### src/hw/rtl/oawt_pkg.sv
// ----------------------------------------------------------------------------
// oawt_pkg: shared types, codes and character tables of the tokenizer
// Holds the token kinds, the one-hot lexer modes, the result record and
// the small character classification functions used by the lexer core.
// ----------------------------------------------------------------------------
`default_nettype none

package oawt_pkg;

    // Default width of the kept line number
    localparam int LINE_NUMBER_BITS_DEF = 16;
    // Width of the line fields on the ports
    localparam int LINE_FIELD_BITS = 16;
    localparam int KIND_BITS = 6;
    // Result slots per character; one character causes at most two results
    localparam int MAX_RESULTS = 3;

    typedef logic [KIND_BITS-1:0] kind_t;

    // Token kinds with a role of their own in the lexer
    localparam kind_t K_FN        = 6'd0;
    localparam kind_t K_POW_EQ    = 6'd29;
    localparam kind_t K_POW       = 6'd30;
    localparam kind_t K_FLOAT     = 6'd46;
    localparam kind_t K_INT       = 6'd47;
    localparam kind_t K_IDENT     = 6'd48;
    // Internal markers, never sent
    localparam kind_t K_STAR_PAIR = 6'd62;
    localparam kind_t K_NONE      = 6'd63;

    // Characters the lexer looks at by name
    localparam logic [7:0] CH_EQ     = 8'h3D;
    localparam logic [7:0] CH_STAR   = 8'h2A;
    localparam logic [7:0] CH_POINT  = 8'h2E;
    localparam logic [7:0] CH_USCORE = 8'h5F;
    localparam logic [7:0] CH_N      = 8'h6E;
    localparam logic [7:0] CH_F      = 8'h66;
    localparam logic [7:0] CH_MINUS  = 8'h2D;
    localparam logic [7:0] CH_GT     = 8'h3E;
    localparam logic [7:0] CH_AMP    = 8'h26;
    localparam logic [7:0] CH_PIPE   = 8'h7C;

    // Pending-token mode of the lexer
    typedef enum logic [5:0] {
        MODE_IDLE   = 6'b000001,
        MODE_OP     = 6'b000010,
        MODE_STAR2  = 6'b000100,
        MODE_F      = 6'b001000,
        MODE_IDENT  = 6'b010000,
        MODE_NUMBER = 6'b100000
    } mode_t;

    // One result record
    typedef struct packed {
        kind_t                      kind;
        logic                       has_text;
        logic [7:0]                 text_char;
        logic                       text_last;
        logic [LINE_FIELD_BITS-1:0] line;
    } token_t;

    // Single punctuation that is a token on its own
    function automatic kind_t punct_kind(input logic [7:0] c);
        kind_t k;
        case (c)
            8'h28:   k = 6'd1;   // (
            8'h29:   k = 6'd2;   // )
            8'h5B:   k = 6'd3;   // [
            8'h5D:   k = 6'd4;   // ]
            8'h7B:   k = 6'd5;   // {
            8'h7D:   k = 6'd6;   // }
            8'h3A:   k = 6'd7;   // :
            8'h3B:   k = 6'd8;   // ;
            8'h2C:   k = 6'd9;   // ,
            8'h3E:   k = 6'd10;  // >
            8'h3C:   k = 6'd11;  // <
            8'h40:   k = 6'd12;  // @
            8'h24:   k = 6'd13;  // $
            8'h22:   k = 6'd14;  // "
            8'h27:   k = 6'd15;  // '
            8'h3F:   k = 6'd16;  // ?
            8'h2E:   k = 6'd17;  // .
            8'h23:   k = 6'd18;  // #
            default: k = K_NONE;
        endcase
        return k;
    endfunction

    // Operator start characters, as a token on their own
    function automatic kind_t op_single(input logic [7:0] c);
        kind_t k;
        case (c)
            8'h21:   k = 6'd20;  // !
            8'h2D:   k = 6'd23;  // -
            8'h2B:   k = 6'd25;  // +
            8'h2F:   k = 6'd27;  // /
            8'h2A:   k = 6'd31;  // *
            8'h25:   k = 6'd33;  // %
            8'h26:   k = 6'd36;  // &
            8'h7C:   k = 6'd39;  // |
            8'h7E:   k = 6'd41;  // ~
            8'h5E:   k = 6'd43;  // ^
            8'h3D:   k = 6'd45;  // =
            default: k = K_NONE;
        endcase
        return k;
    endfunction

    // Two-character operators; a star pair is marked for a third look
    function automatic kind_t op_pair(input logic [7:0] h, input logic [7:0] c);
        kind_t k;
        k = K_NONE;
        if (c == CH_EQ) begin
            case (h)
                8'h21:   k = 6'd19;
                8'h2D:   k = 6'd22;
                8'h2B:   k = 6'd24;
                8'h2F:   k = 6'd26;
                8'h2A:   k = 6'd28;
                8'h25:   k = 6'd32;
                8'h26:   k = 6'd34;
                8'h7C:   k = 6'd37;
                8'h7E:   k = 6'd40;
                8'h5E:   k = 6'd42;
                8'h3D:   k = 6'd44;
                default: k = K_NONE;
            endcase
        end else if (h == CH_MINUS && c == CH_GT) begin
            k = 6'd21;
        end else if (h == CH_STAR && c == CH_STAR) begin
            k = K_STAR_PAIR;
        end else if (h == CH_AMP && c == CH_AMP) begin
            k = 6'd35;
        end else if (h == CH_PIPE && c == CH_PIPE) begin
            k = 6'd38;
        end
        return k;
    endfunction

    function automatic logic is_digit(input logic [7:0] c);
        return (c >= 8'h30) && (c <= 8'h39);
    endfunction

    function automatic logic is_word(input logic [7:0] c);
        return is_digit(c) || ((c >= 8'h61) && (c <= 8'h7A))
            || ((c >= 8'h41) && (c <= 8'h5A)) || (c == CH_USCORE);
    endfunction

    function automatic logic is_space(input logic [7:0] c);
        return (c == 8'h20) || ((c >= 8'h09) && (c <= 8'h0D));
    endfunction

endpackage

`default_nettype wire

### src/hw/rtl/oawt_core.sv
// ----------------------------------------------------------------------------
// oawt_core: longest-match lexer state and per-character decision
// Holds the pending token and, for each accepted character, produces up to
// two result records with short combinational case logic.
// ----------------------------------------------------------------------------
`default_nettype none

module oawt_core #(
    parameter int LINE_NUMBER_BITS = oawt_pkg::LINE_NUMBER_BITS_DEF
) (
    input  wire logic                                 clk,
    input  wire logic                                 rst_n,
    input  wire logic                                 accept,
    input  wire logic [7:0]                           character,
    input  wire logic [oawt_pkg::LINE_FIELD_BITS-1:0] line_number,
    input  wire logic                                 end_of_line,
    output oawt_pkg::token_t                          results [oawt_pkg::MAX_RESULTS],
    output logic [1:0]                                result_count
);

    // Kept line bits never exceed the port field
    localparam int LW = (LINE_NUMBER_BITS < oawt_pkg::LINE_FIELD_BITS)
                        ? LINE_NUMBER_BITS : oawt_pkg::LINE_FIELD_BITS;

    typedef struct packed {
        logic            emit;
        oawt_pkg::kind_t kind;
        logic            hold;
        oawt_pkg::mode_t mode;
    } fresh_t;

    oawt_pkg::mode_t mode_reg, mode_next;
    logic [7:0]      held_char_reg, held_char_next;
    logic            seen_point_reg, seen_point_next;
    logic [LW-1:0]   held_line_reg, held_line_next;

    // Decide what a character does when nothing is pending
    function automatic fresh_t start_fresh(input logic [7:0] c);
        fresh_t f;
        oawt_pkg::kind_t pk;
        pk = oawt_pkg::punct_kind(c);
        f.emit = 1'b0;
        f.kind = pk;
        f.hold = 1'b0;
        f.mode = oawt_pkg::MODE_IDLE;
        if (c == oawt_pkg::CH_F) begin
            f.hold = 1'b1;
            f.mode = oawt_pkg::MODE_F;
        end else if (pk != oawt_pkg::K_NONE) begin
            f.emit = 1'b1;
        end else if (oawt_pkg::op_single(c) != oawt_pkg::K_NONE) begin
            f.hold = 1'b1;
            f.mode = oawt_pkg::MODE_OP;
        end else if (oawt_pkg::is_space(c)) begin
            f.hold = 1'b0;
        end else if (oawt_pkg::is_digit(c)) begin
            f.hold = 1'b1;
            f.mode = oawt_pkg::MODE_NUMBER;
        end else begin
            f.hold = 1'b1;
            f.mode = oawt_pkg::MODE_IDENT;
        end
        return f;
    endfunction

    function automatic oawt_pkg::token_t mk_tok(
        input oawt_pkg::kind_t kind,
        input logic            has,
        input logic [7:0]      ch,
        input logic            last,
        input logic [LW-1:0]   line
    );
        oawt_pkg::token_t t;
        t.kind      = kind;
        t.has_text  = has;
        t.text_char = ch;
        t.text_last = last;
        t.line      = oawt_pkg::LINE_FIELD_BITS'(line);
        return t;
    endfunction

    // Decide results and next state for the offered character
    always_comb
    begin
        logic [LW-1:0]   line_in;
        oawt_pkg::kind_t pk;
        fresh_t          f;
        logic            do_fresh;
        logic [1:0]      n;

        line_in         = line_number[LW-1:0];
        mode_next       = mode_reg;
        held_char_next  = held_char_reg;
        seen_point_next = seen_point_reg;
        held_line_next  = held_line_reg;
        do_fresh        = 1'b0;
        n               = 2'd0;
        f               = start_fresh(character);
        pk              = oawt_pkg::op_pair(held_char_reg, character);
        for (int i = 0; i < oawt_pkg::MAX_RESULTS; i++) begin
            results[i] = mk_tok(oawt_pkg::K_NONE, 1'b0, 8'd0, 1'b1, held_line_reg);
        end

        // First phase: settle the pending token against this character
        case (mode_reg)
            oawt_pkg::MODE_OP:
            begin
                if (pk == oawt_pkg::K_STAR_PAIR) begin
                    mode_next = oawt_pkg::MODE_STAR2;
                end else if (pk != oawt_pkg::K_NONE) begin
                    results[n] = mk_tok(pk, 1'b0, 8'd0, 1'b1, held_line_reg);
                    n = n + 2'd1;
                    mode_next = oawt_pkg::MODE_IDLE;
                end else begin
                    results[n] = mk_tok(oawt_pkg::op_single(held_char_reg), 1'b0, 8'd0,
                                        1'b1, held_line_reg);
                    n = n + 2'd1;
                    do_fresh = 1'b1;
                end
            end
            oawt_pkg::MODE_STAR2:
            begin
                if (character == oawt_pkg::CH_EQ) begin
                    results[n] = mk_tok(oawt_pkg::K_POW_EQ, 1'b0, 8'd0, 1'b1, held_line_reg);
                    n = n + 2'd1;
                    mode_next = oawt_pkg::MODE_IDLE;
                end else begin
                    results[n] = mk_tok(oawt_pkg::K_POW, 1'b0, 8'd0, 1'b1, held_line_reg);
                    n = n + 2'd1;
                    do_fresh = 1'b1;
                end
            end
            oawt_pkg::MODE_F, oawt_pkg::MODE_IDENT:
            begin
                if (mode_reg == oawt_pkg::MODE_F && character == oawt_pkg::CH_N) begin
                    results[n] = mk_tok(oawt_pkg::K_FN, 1'b0, 8'd0, 1'b1, held_line_reg);
                    n = n + 2'd1;
                    mode_next = oawt_pkg::MODE_IDLE;
                end else if (oawt_pkg::is_word(character)) begin
                    // Send the held character, keep the new one
                    results[n] = mk_tok(oawt_pkg::K_IDENT, 1'b1, held_char_reg, 1'b0,
                                        held_line_reg);
                    n = n + 2'd1;
                    mode_next = oawt_pkg::MODE_IDENT;
                    held_char_next = character;
                end else begin
                    results[n] = mk_tok(oawt_pkg::K_IDENT, 1'b1, held_char_reg, 1'b1,
                                        held_line_reg);
                    n = n + 2'd1;
                    do_fresh = 1'b1;
                end
            end
            oawt_pkg::MODE_NUMBER:
            begin
                if (oawt_pkg::is_digit(character)
                    || (character == oawt_pkg::CH_POINT && !seen_point_reg)) begin
                    if (character == oawt_pkg::CH_POINT) begin
                        seen_point_next = 1'b1;
                    end
                    results[n] = mk_tok(seen_point_next ? oawt_pkg::K_FLOAT : oawt_pkg::K_INT,
                                        1'b1, held_char_reg, 1'b0, held_line_reg);
                    n = n + 2'd1;
                    held_char_next = character;
                end else begin
                    results[n] = mk_tok(seen_point_reg ? oawt_pkg::K_FLOAT : oawt_pkg::K_INT,
                                        1'b1, held_char_reg, 1'b1, held_line_reg);
                    n = n + 2'd1;
                    do_fresh = 1'b1;
                end
            end
            default:
            begin
                do_fresh = 1'b1;
            end
        endcase

        // Return to idle and let the character start a new token
        if (mode_next == oawt_pkg::MODE_IDLE || do_fresh) begin
            mode_next       = oawt_pkg::MODE_IDLE;
            held_char_next  = 8'd0;
            seen_point_next = 1'b0;
        end
        if (do_fresh) begin
            if (f.emit) begin
                results[n] = mk_tok(f.kind, 1'b0, 8'd0, 1'b1, line_in);
                n = n + 2'd1;
            end
            if (f.hold) begin
                mode_next       = f.mode;
                held_char_next  = character;
                held_line_next  = line_in;
                seen_point_next = 1'b0;
            end
        end

        // Second phase: flush the pending token at the end of a line
        if (end_of_line) begin
            case (mode_next)
                oawt_pkg::MODE_OP:
                begin
                    results[n] = mk_tok(oawt_pkg::op_single(held_char_next), 1'b0, 8'd0,
                                        1'b1, held_line_next);
                    n = n + 2'd1;
                end
                oawt_pkg::MODE_STAR2:
                begin
                    results[n] = mk_tok(oawt_pkg::K_POW, 1'b0, 8'd0, 1'b1, held_line_next);
                    n = n + 2'd1;
                end
                oawt_pkg::MODE_F, oawt_pkg::MODE_IDENT:
                begin
                    results[n] = mk_tok(oawt_pkg::K_IDENT, 1'b1, held_char_next, 1'b1,
                                        held_line_next);
                    n = n + 2'd1;
                end
                oawt_pkg::MODE_NUMBER:
                begin
                    results[n] = mk_tok(seen_point_next ? oawt_pkg::K_FLOAT : oawt_pkg::K_INT,
                                        1'b1, held_char_next, 1'b1, held_line_next);
                    n = n + 2'd1;
                end
                default:
                begin
                    n = n;
                end
            endcase
            mode_next       = oawt_pkg::MODE_IDLE;
            held_char_next  = 8'd0;
            seen_point_next = 1'b0;
        end

        result_count = accept ? n : 2'd0;
    end

    // Advance the pending token on each accepted character
    always_ff @(posedge clk or negedge rst_n)
    begin
        if (!rst_n) begin
            mode_reg       <= oawt_pkg::MODE_IDLE;
            held_char_reg  <= 8'd0;
            seen_point_reg <= 1'b0;
            held_line_reg  <= '0;
        end else if (accept) begin
            mode_reg       <= mode_next;
            held_char_reg  <= held_char_next;
            seen_point_reg <= seen_point_next;
            held_line_reg  <= held_line_next;
        end
    end

endmodule

`default_nettype wire

### src/hw/rtl/oawt_queue.sv
// ----------------------------------------------------------------------------
// oawt_queue: four-entry result queue
// Takes up to three result records in a cycle and hands out one per
// transaction; reports room while a whole character's results still fit.
// ----------------------------------------------------------------------------
`default_nettype none

module oawt_queue (
    input  wire logic             clk,
    input  wire logic             rst_n,
    input  wire oawt_pkg::token_t push_data [oawt_pkg::MAX_RESULTS],
    input  wire logic [1:0]       push_count,
    input  wire logic             pop,
    output logic                  room,
    output logic                  out_valid,
    output oawt_pkg::token_t      out_data
);

    localparam int DEPTH = 4;

    oawt_pkg::token_t entries [DEPTH];
    logic [1:0] wr_ptr_reg, wr_ptr_next;
    logic [1:0] rd_ptr_reg, rd_ptr_next;
    logic [2:0] count_reg, count_next;
    logic       do_pop;

    // Room for three more records, counting only what is stored now
    assign room      = (count_reg <= 3'd1);
    assign out_valid = (count_reg != 3'd0);
    assign out_data  = entries[rd_ptr_reg];
    assign do_pop    = pop && out_valid;

    assign wr_ptr_next = wr_ptr_reg + push_count;
    assign rd_ptr_next = rd_ptr_reg + {1'b0, do_pop};
    assign count_next  = count_reg + {1'b0, push_count} - {2'b00, do_pop};

    // Write the new records behind the tail
    always_ff @(posedge clk)
    begin
        for (int i = 0; i < oawt_pkg::MAX_RESULTS; i++) begin
            if (2'(i) < push_count) begin
                entries[wr_ptr_reg + 2'(i)] <= push_data[i];
            end
        end
    end

    // Advance pointers and fill level
    always_ff @(posedge clk or negedge rst_n)
    begin
        if (!rst_n) begin
            wr_ptr_reg <= 2'd0;
            rd_ptr_reg <= 2'd0;
            count_reg  <= 3'd0;
        end else begin
            wr_ptr_reg <= wr_ptr_next;
            rd_ptr_reg <= rd_ptr_next;
            count_reg  <= count_next;
        end
    end

endmodule

`default_nettype wire

### src/hw/rtl/operator_and_word_tokenizer.sv
// ----------------------------------------------------------------------------
// operator_and_word_tokenizer: longest-match tokenizer, one byte per input
// Usage:
//   The slave stream carries one source byte per transaction with its line
//   number; tlast marks the last byte of a line and flushes a pending token.
//   The master stream carries one result per transaction: token kind, text
//   byte and the start line in tdata, a text flag in tuser, and tlast on the
//   last text byte or on any token without text.
//   A byte is decided in the cycle it is accepted; its results are written
//   into a four-entry result queue, which parts the two sides and hands
//   them to the master side one result per transaction.
//   Throughput is one byte per cycle as long as each byte yields at most one
//   result and the receiver does not stall; a byte that yields two results
//   occupies the master side for one transaction per result.
//   s_axis_tready stays high while the queue holds at most one result.
//   When the receiver stalls, results wait in the queue and tready drops
//   once more than one is stored; nothing is lost.
//   Reset clears the pending token and empties the queue.
// ----------------------------------------------------------------------------
`default_nettype none

module operator_and_word_tokenizer #(
    parameter int LINE_NUMBER_BITS = oawt_pkg::LINE_NUMBER_BITS_DEF
) (
    input  wire logic        clk,
    input  wire logic        rst_n,
    input  wire logic        s_axis_tvalid,
    output logic             s_axis_tready,
    input  wire logic [23:0] s_axis_tdata,   // character[7:0], line_number[23:8]
    input  wire logic        s_axis_tlast,   // end_of_line
    output logic             m_axis_tvalid,
    input  wire logic        m_axis_tready,
    output logic [31:0]      m_axis_tdata,   // token_kind[5:0], text_char[13:6],
                                             // token_line[29:14], zero[31:30]
    output logic             m_axis_tuser,   // has_text
    output logic             m_axis_tlast    // text_last
);

    logic             in_accept;
    oawt_pkg::token_t results [oawt_pkg::MAX_RESULTS];
    logic [1:0]       result_count;
    logic             room;
    oawt_pkg::token_t head;

    assign s_axis_tready = room;
    assign in_accept     = s_axis_tvalid && room;

    // Decide results for each accepted byte
    oawt_core #(
        .LINE_NUMBER_BITS(LINE_NUMBER_BITS)
    ) u_core (
        .clk          (clk),
        .rst_n        (rst_n),
        .accept       (in_accept),
        .character    (s_axis_tdata[7:0]),
        .line_number  (s_axis_tdata[23:8]),
        .end_of_line  (s_axis_tlast),
        .results      (results),
        .result_count (result_count)
    );

    // Hold results until the receiver takes them
    oawt_queue u_queue (
        .clk        (clk),
        .rst_n      (rst_n),
        .push_data  (results),
        .push_count (result_count),
        .pop        (m_axis_tready),
        .room       (room),
        .out_valid  (m_axis_tvalid),
        .out_data   (head)
    );

    // Pack the head record
    assign m_axis_tdata = {2'b00, head.line, head.text_char, head.kind};
    assign m_axis_tuser = head.has_text;
    assign m_axis_tlast = head.text_last;

endmodule

`default_nettype wire

### config.mk
export PLATFORM = sky130hd
export DESIGN_NAME = operator_and_word_tokenizer
export DESIGN_NICKNAME = d
export VERILOG_FILES = /design/src/hw/rtl/oawt_pkg.sv /design/src/hw/rtl/oawt_core.sv /design/src/hw/rtl/oawt_queue.sv /design/src/hw/rtl/operator_and_word_tokenizer.sv
export SDC_FILE = /design/constraint.sdc
export NUM_CORES = 1
export LEC_CHECK = 0
export ABC_AREA = 1
export ABC_CLOCK_PERIOD_IN_PS = 14300
export BUFFER_PORTS_ARGS = -buffer_cell sky130_fd_sc_hd__buf_2
export CAP_MARGIN = 0
export CORE_MARGIN = 2
export CORE_UTILIZATION = 55
export DETAILED_ROUTE_END_ITERATION = 16
export PLACE_DENSITY = 0.74
export SLEW_MARGIN = 40
export SYNTH_ARGS = -nofsm -noshare
export SYNTH_HDL_FRONTEND = slang
export SYNTH_SLANG_ARGS = --single-unit
### constraint.sdc
create_clock -name clk -period 14.3 [get_ports clk]
set_input_delay 0.715 -clock clk [delete_from_list [all_inputs] [get_ports clk]]
set_output_delay 0.715 -clock clk [all_outputs]
set_load 0.01 [all_outputs]
# After elaboration in Yosys (flattened, before gate mapping)
# Memory sizes are Yosys's and may differ from the RTL's.
# Cells that the tools add are included.
[totals]
memories = 1
output_inout_bits = 36
regBits = 38
word_cells = 228
ram_bits = 128
in_bits = 29
[mem_list]
columns = ["name", "words", "width", "read_ports", "rd_clocked_by_memory_dff", "wr", "line_no", "rtl"]
rows = [
  ["u_queue.entries", 4, 32, 1, 0, 2, "oawt_queue.sv:21", "oawt_pkg::token_t entries [DEPTH];"],
]
[classes]
addsub = 8
n_bitwise = 2
n_lt_le_gt_ge = 16
reduce_logical = 27
muxes = 97
eq_ne = 70
[ops]
columns = ["op", "n"]
rows = [
  ["96-bit bitwise mux", 5],
  ["96-bit case mux with 4 select lines", 1],
  ["8-bit by 6-bit equality test with 1-bit output (second input constant)", 38],
  ["96-bit 2-to-1 mux", 3],
  ["6-bit case mux with 11 select lines", 4],
  ["32-bit 2-to-1 mux", 6],
  ["8-bit by 7-bit equality test with 1-bit output (second input constant)", 17],
  ["32-bit demux with 2-bit select", 2],
  ["32-bit case mux with 4 select lines", 1],
  ["6-bit 2-to-1 mux", 19],
  ["6-bit case mux with 18 select lines", 1],
  ["8-bit 2-to-1 mux", 7],
  ["16-bit 2-to-1 mux", 2],
  ["32-bit OR reduction", 1],
  ["1-bit 2-to-1 mux", 29],
  ["28-bit 2-to-1 mux", 1],
  ["27-bit 2-to-1 mux", 1],
  ["7-bit 2-to-1 mux", 3],
  ["6-bit equality test (second input constant)", 3],
  ["6-bit inequality test (second input constant)", 3],
  ["6-bit case mux with 3 select lines", 1],
  ["17-bit 2-to-1 mux", 1],
  ["8-bit by 7-bit >= comparator with 1-bit output (second input constant)", 2],
  ["8-bit by 7-bit <= comparator with 1-bit output (second input constant)", 2],
  ["other kinds (33)", 67],
]

# Depth between registers and ports, before layout
[logic_depth]
depth_word = 26
depth_mapped = 30
mapped_depth_nobuf = 28

# Cells and area by module
# A second synthesis with hierarchy kept.
[hier_totals]
cells_unflattened = 2072
hier_area_um2 = 13365.3
[modules_own_cells]
columns = ["module", "cells_per_inst", "area_per_inst_um2", "seq_area_each_um2", "instances"]
rows = [
  ["oawt_queue", 1185, 8595.7, 4018.9, 1],
  ["oawt_core", 882, 4743.3, 777.0, 1],
  ["operator_and_word_tokenizer", 5, 26.3, 0.0, 1],
]

# Worst setup path before layout
# Ideal clock, no wire load.
[synth_path]
path_type = "input -> register"
from = "input port s_axis_tdata[6]"
to = "memory u_queue.entries[2][0] in the netlist's numbering (enable)"
setup_time_ps = 466
arrival_ps = 5781
stages = 24
path_buffers = 1
t_required_ps = 13834
setup_slack_ps = 8054
path_cell_list = "buf_2 > clkinv_1 > nand2_1 > nor2_2 > nand2_1 > o21ai_1 > inv_2 > o21ai_1 > nor2_1 > and2_1 > and2_1 > inv_1 > ha_1 > o21ai_2 > inv_1 > ha_1 > nand2_1 > and3_2 > nand2_1 > nand2_1 > nand2_1 > o21ai_0 > inv_1 > o21ai_0"
[synth_rtl]
columns = ["element", "line_no", "rtl"]
rows = [
  ["start: declaration", "operator_and_word_tokenizer.sv:29", "input wire logic [23:0] s_axis_tdata,"],
  ["end: declaration", "oawt_queue.sv:21", ""],
]

==> results.toml <==
[outcome]
status = "finished, final reports clean"

[critical_path]
path_max_fanout = 23
crit_type = "in2reg"
r2r-end = "u_queue.entries[3][3]$_DFFE_PP_"
worst_setup_path_start_kind = "input pin"
end_kind = "flop"
required_ns = 14.47
cp.arrival_ns = 5.83
reg2reg_from = "u_core.held_char_reg[1]$_DFFE_PN0P_"
r2r_cells = 22
rrSetupSlack_ns = 8.74

[synthesis]
synth_top_area_share_pct = 33.7
syn_area_um2 = 11400
synth_edf_count = 128
synth_cell_types = 54
avgSynthCellArea_um2 = 7.17
syn_inst = 1590
yosys-top-cells-area = "edfxtp_1 34%, nand2_1 14%, o21ai_0 11%, dfrtp_1 8.1%, nor2_1 5.7%"
ys_seq_elements = 166
synth_seq_area_share_pct = 42.0
synthArstFlopShare_pct = 22.9
yosys.area.top_type = "edfxtp_1"
ys_warn_count = 0
ys.flop_type = "edfxtp_1"

[floorplanning]
fp.dieH_um = 148
core_um2 = 20300
num_rows = 52
initial_core_util_pct = 56.2
dieArea_um2 = 21900
ios = 65
die_w_um = 148

[cells_and_area]
ff_latch_area_um2 = 4800
area_growth_syn_to_layout_pct = 9.95
final_common_cell = "nand2_1"
n_antenna_cell = 0
drive_above_1_share_pct = 11.4
fill_cells = 1859
largest_register_ffs = 128
finalNetCount = 1642
layout_common_cells = "437 x nand2_1, 242 x o21ai_0, 171 x nor2_1, 128 x edfxtp_1, 104 x inv_1"
multiInputGateArea_um2 = 5770

[cts]
clk_latency_ns = 0.45
hold_buffers = 0
postCtsSetupBuffers = 0
numCtsBuffers = 17
clock-sinks = 166
clk_path_buf_depth = 2
tritoncts = "done"
clk_pin_slew_ns = 0.09
cts_resized = 0
htree_levels = 4
cts_root_buf = "clkbuf_16"

[routing]
wl_per_cell_um = 18.6
routed-via-count = 11300
final_antenna_net_count = 0
wl_um = 35100
drt-pass1-iter-count = 8
drt_iter0_markers = 1443
routed_via_density = 6.00
drc = 0

[pwr]
power_density_nw_per_um2 = 225
power_w = 0.00282
leakagePower_nw = 5.19
ir_drop_v = 0.000113

[global_route]
antenna_found_initial = 0
grt_max_degree = 65
grt_usage_pct = 31.9
grt.overflow.total = 0
grt_pass1_wl_um = 54300
grt_pass1_vias = 9940

[timing]
fin_crit_sh_pct = 39.6
worst_pin_slew_ns = 0.837
setup_viol = 0
slew-limit-headroom_pct = 43.7
fmax_ghz = 0.177
fin_crit_ns = 5.66
finalHoldViolCount = 0
timing.setup.tns_ns = 0
skew_ns = 0.0198
final-max-slew-violation-count = 0
grt_setup_unrepaired = "no"

[placed_design]
dp_hpwl_um = 24500
portBuffers = 62
gp_congestion = 1.02

[flow_run]
maxCapViolations = 0

[min_path]
hold_class = "in2async"
[per-stage QoR]
stage          utilization [%]  hold WS, ns  cell area, µm²  setup WS (ns)  std cells
2_1_floorplan                -        0.419           11400           8.05       1591
5_1_grt                   61.8        0.286           12500           8.19       1886
3_3_place_gp              58.3        0.472           11800           8.40       1850
3_5_place_dp              58.7        0.500           11900           8.26       1854
6_report                  61.8        0.245           12500           8.64       1886
4_1_cts                   61.8        0.264           12500           8.74       1886
[final cells by class]
type | instances | area share [%]
multi-input cells | 1201 | 46.0
flip-flops and latches | 166 | 38.3
inverters | 138 | 4.16
repair buffers | 79 | 3.95
clock inverters | 15 | 1.53
well taps | 270 | 2.69
clock buffers | 17 | 3.39
[cells in the mapped netlist, types with 2 or more instances]
cell type and count:
nand2_2 12, buf_4 7, buf_1 2, nand3_1 51, edfxtp_1 128, o31ai_1 3
o21bai_1 2, nand2_4 3, o211ai_1 24, inv_1 106, nor4_1 4, inv_2 27
nand2_1 437, a31oi_1 25, nor2_2 5, nor2_4 2, a21oi_1 32, nand4_1 14
xnor2_1 2, nor3_1 13, a211oi_1 2, o32ai_1 2, buf_2 29, dfrtp_1 37
o21ai_1 55, nor2_1 174, nor3_2 3, xor2_1 2, clkbuf_1 48, or2_2 2
o21ai_0 246, o22ai_1 52, clkinv_1 4, and2_1 2, ha_1 9, a22oi_1 2
o2111ai_1 5
[worst max-delay path by stage]
stage	cells after the start	to	slack, ns	startpoint
global route	22	u_queue.entries[3][3]$_DFFE_PP_	8.19	s_axis_tdata[7]
floorplan	24	u_queue.entries[2][0]$_DFFE_PP_	8.05	s_axis_tdata[6]
CTS	23	u_queue.entries[1][14]$_DFFE_PP_	8.74	s_axis_tdata[7]
finish	22	u_queue.entries[3][3]$_DFFE_PP_	8.64	s_axis_tdata[7]
detailed placement	22	u_queue.entries[3][3]$_DFFE_PP_	8.26	s_axis_tdata[7]
global placement	22	u_queue.entries[2][3]$_DFFE_PP_	8.40	s_axis_tdata[7]
[kinds of logic (layout without fill, tap and decap cells)]
family / after synthesis / after routing / synth area share (%)
AO/OA/AOI/OAI: 458 / 458 / 22.2
AND/OR/NAND/NOR: 727 / 727 / 26.3
XOR/XNOR: 4 / 4 / 0.307
flip-flops: 166 / 166 / 42.0
adder cells (fa/ha/maj): 10 / 10 / 1.16
other: 1 / 2 / 0.0329
buffers and inverters: 224 / 249 / 7.94
[per-layer routing]
| metal | global-route usage, % | vias up | wire (µm) |
|---|---|---|---|
| li1 | - | 5465 | - |
| met1 | 47.0 | 5177 | 15300 |
| met2 | 47.7 | 611 | 15500 |
| met3 | 6.60 | 64 | 3650 |
| met4 | 8.81 | 0 | 736 |
| met5 | 0 | - | 0 |
[critical path: stages]
cell and delay [ns]:
buf_2 0.15, inv_2 0.15, nand2_1 0.13, nor2_2 0.22, nand2_1 0.11, o21ai_1 0.10, inv_2 0.05, o21ai_1 0.16
nor2_1 0.06, and2_1 0.17, and2_1 0.21, inv_1 0.16, ha_1 0.26, o21ai_2 0.29, ha_1 0.47, inv_1 0.42
nor2_2 0.67, inv_1 0.60, o21ai_0 0.30, nand2_1 0.07, o21ai_0 0.18, o21ai_0 0.15
[where the power goes]
group          switching, W  internal [W]
clock              0.000238      0.000240
sequential        0.0000642      0.000739
combinational       0.00109      0.000453
Power figures use the tool's default switching activity.
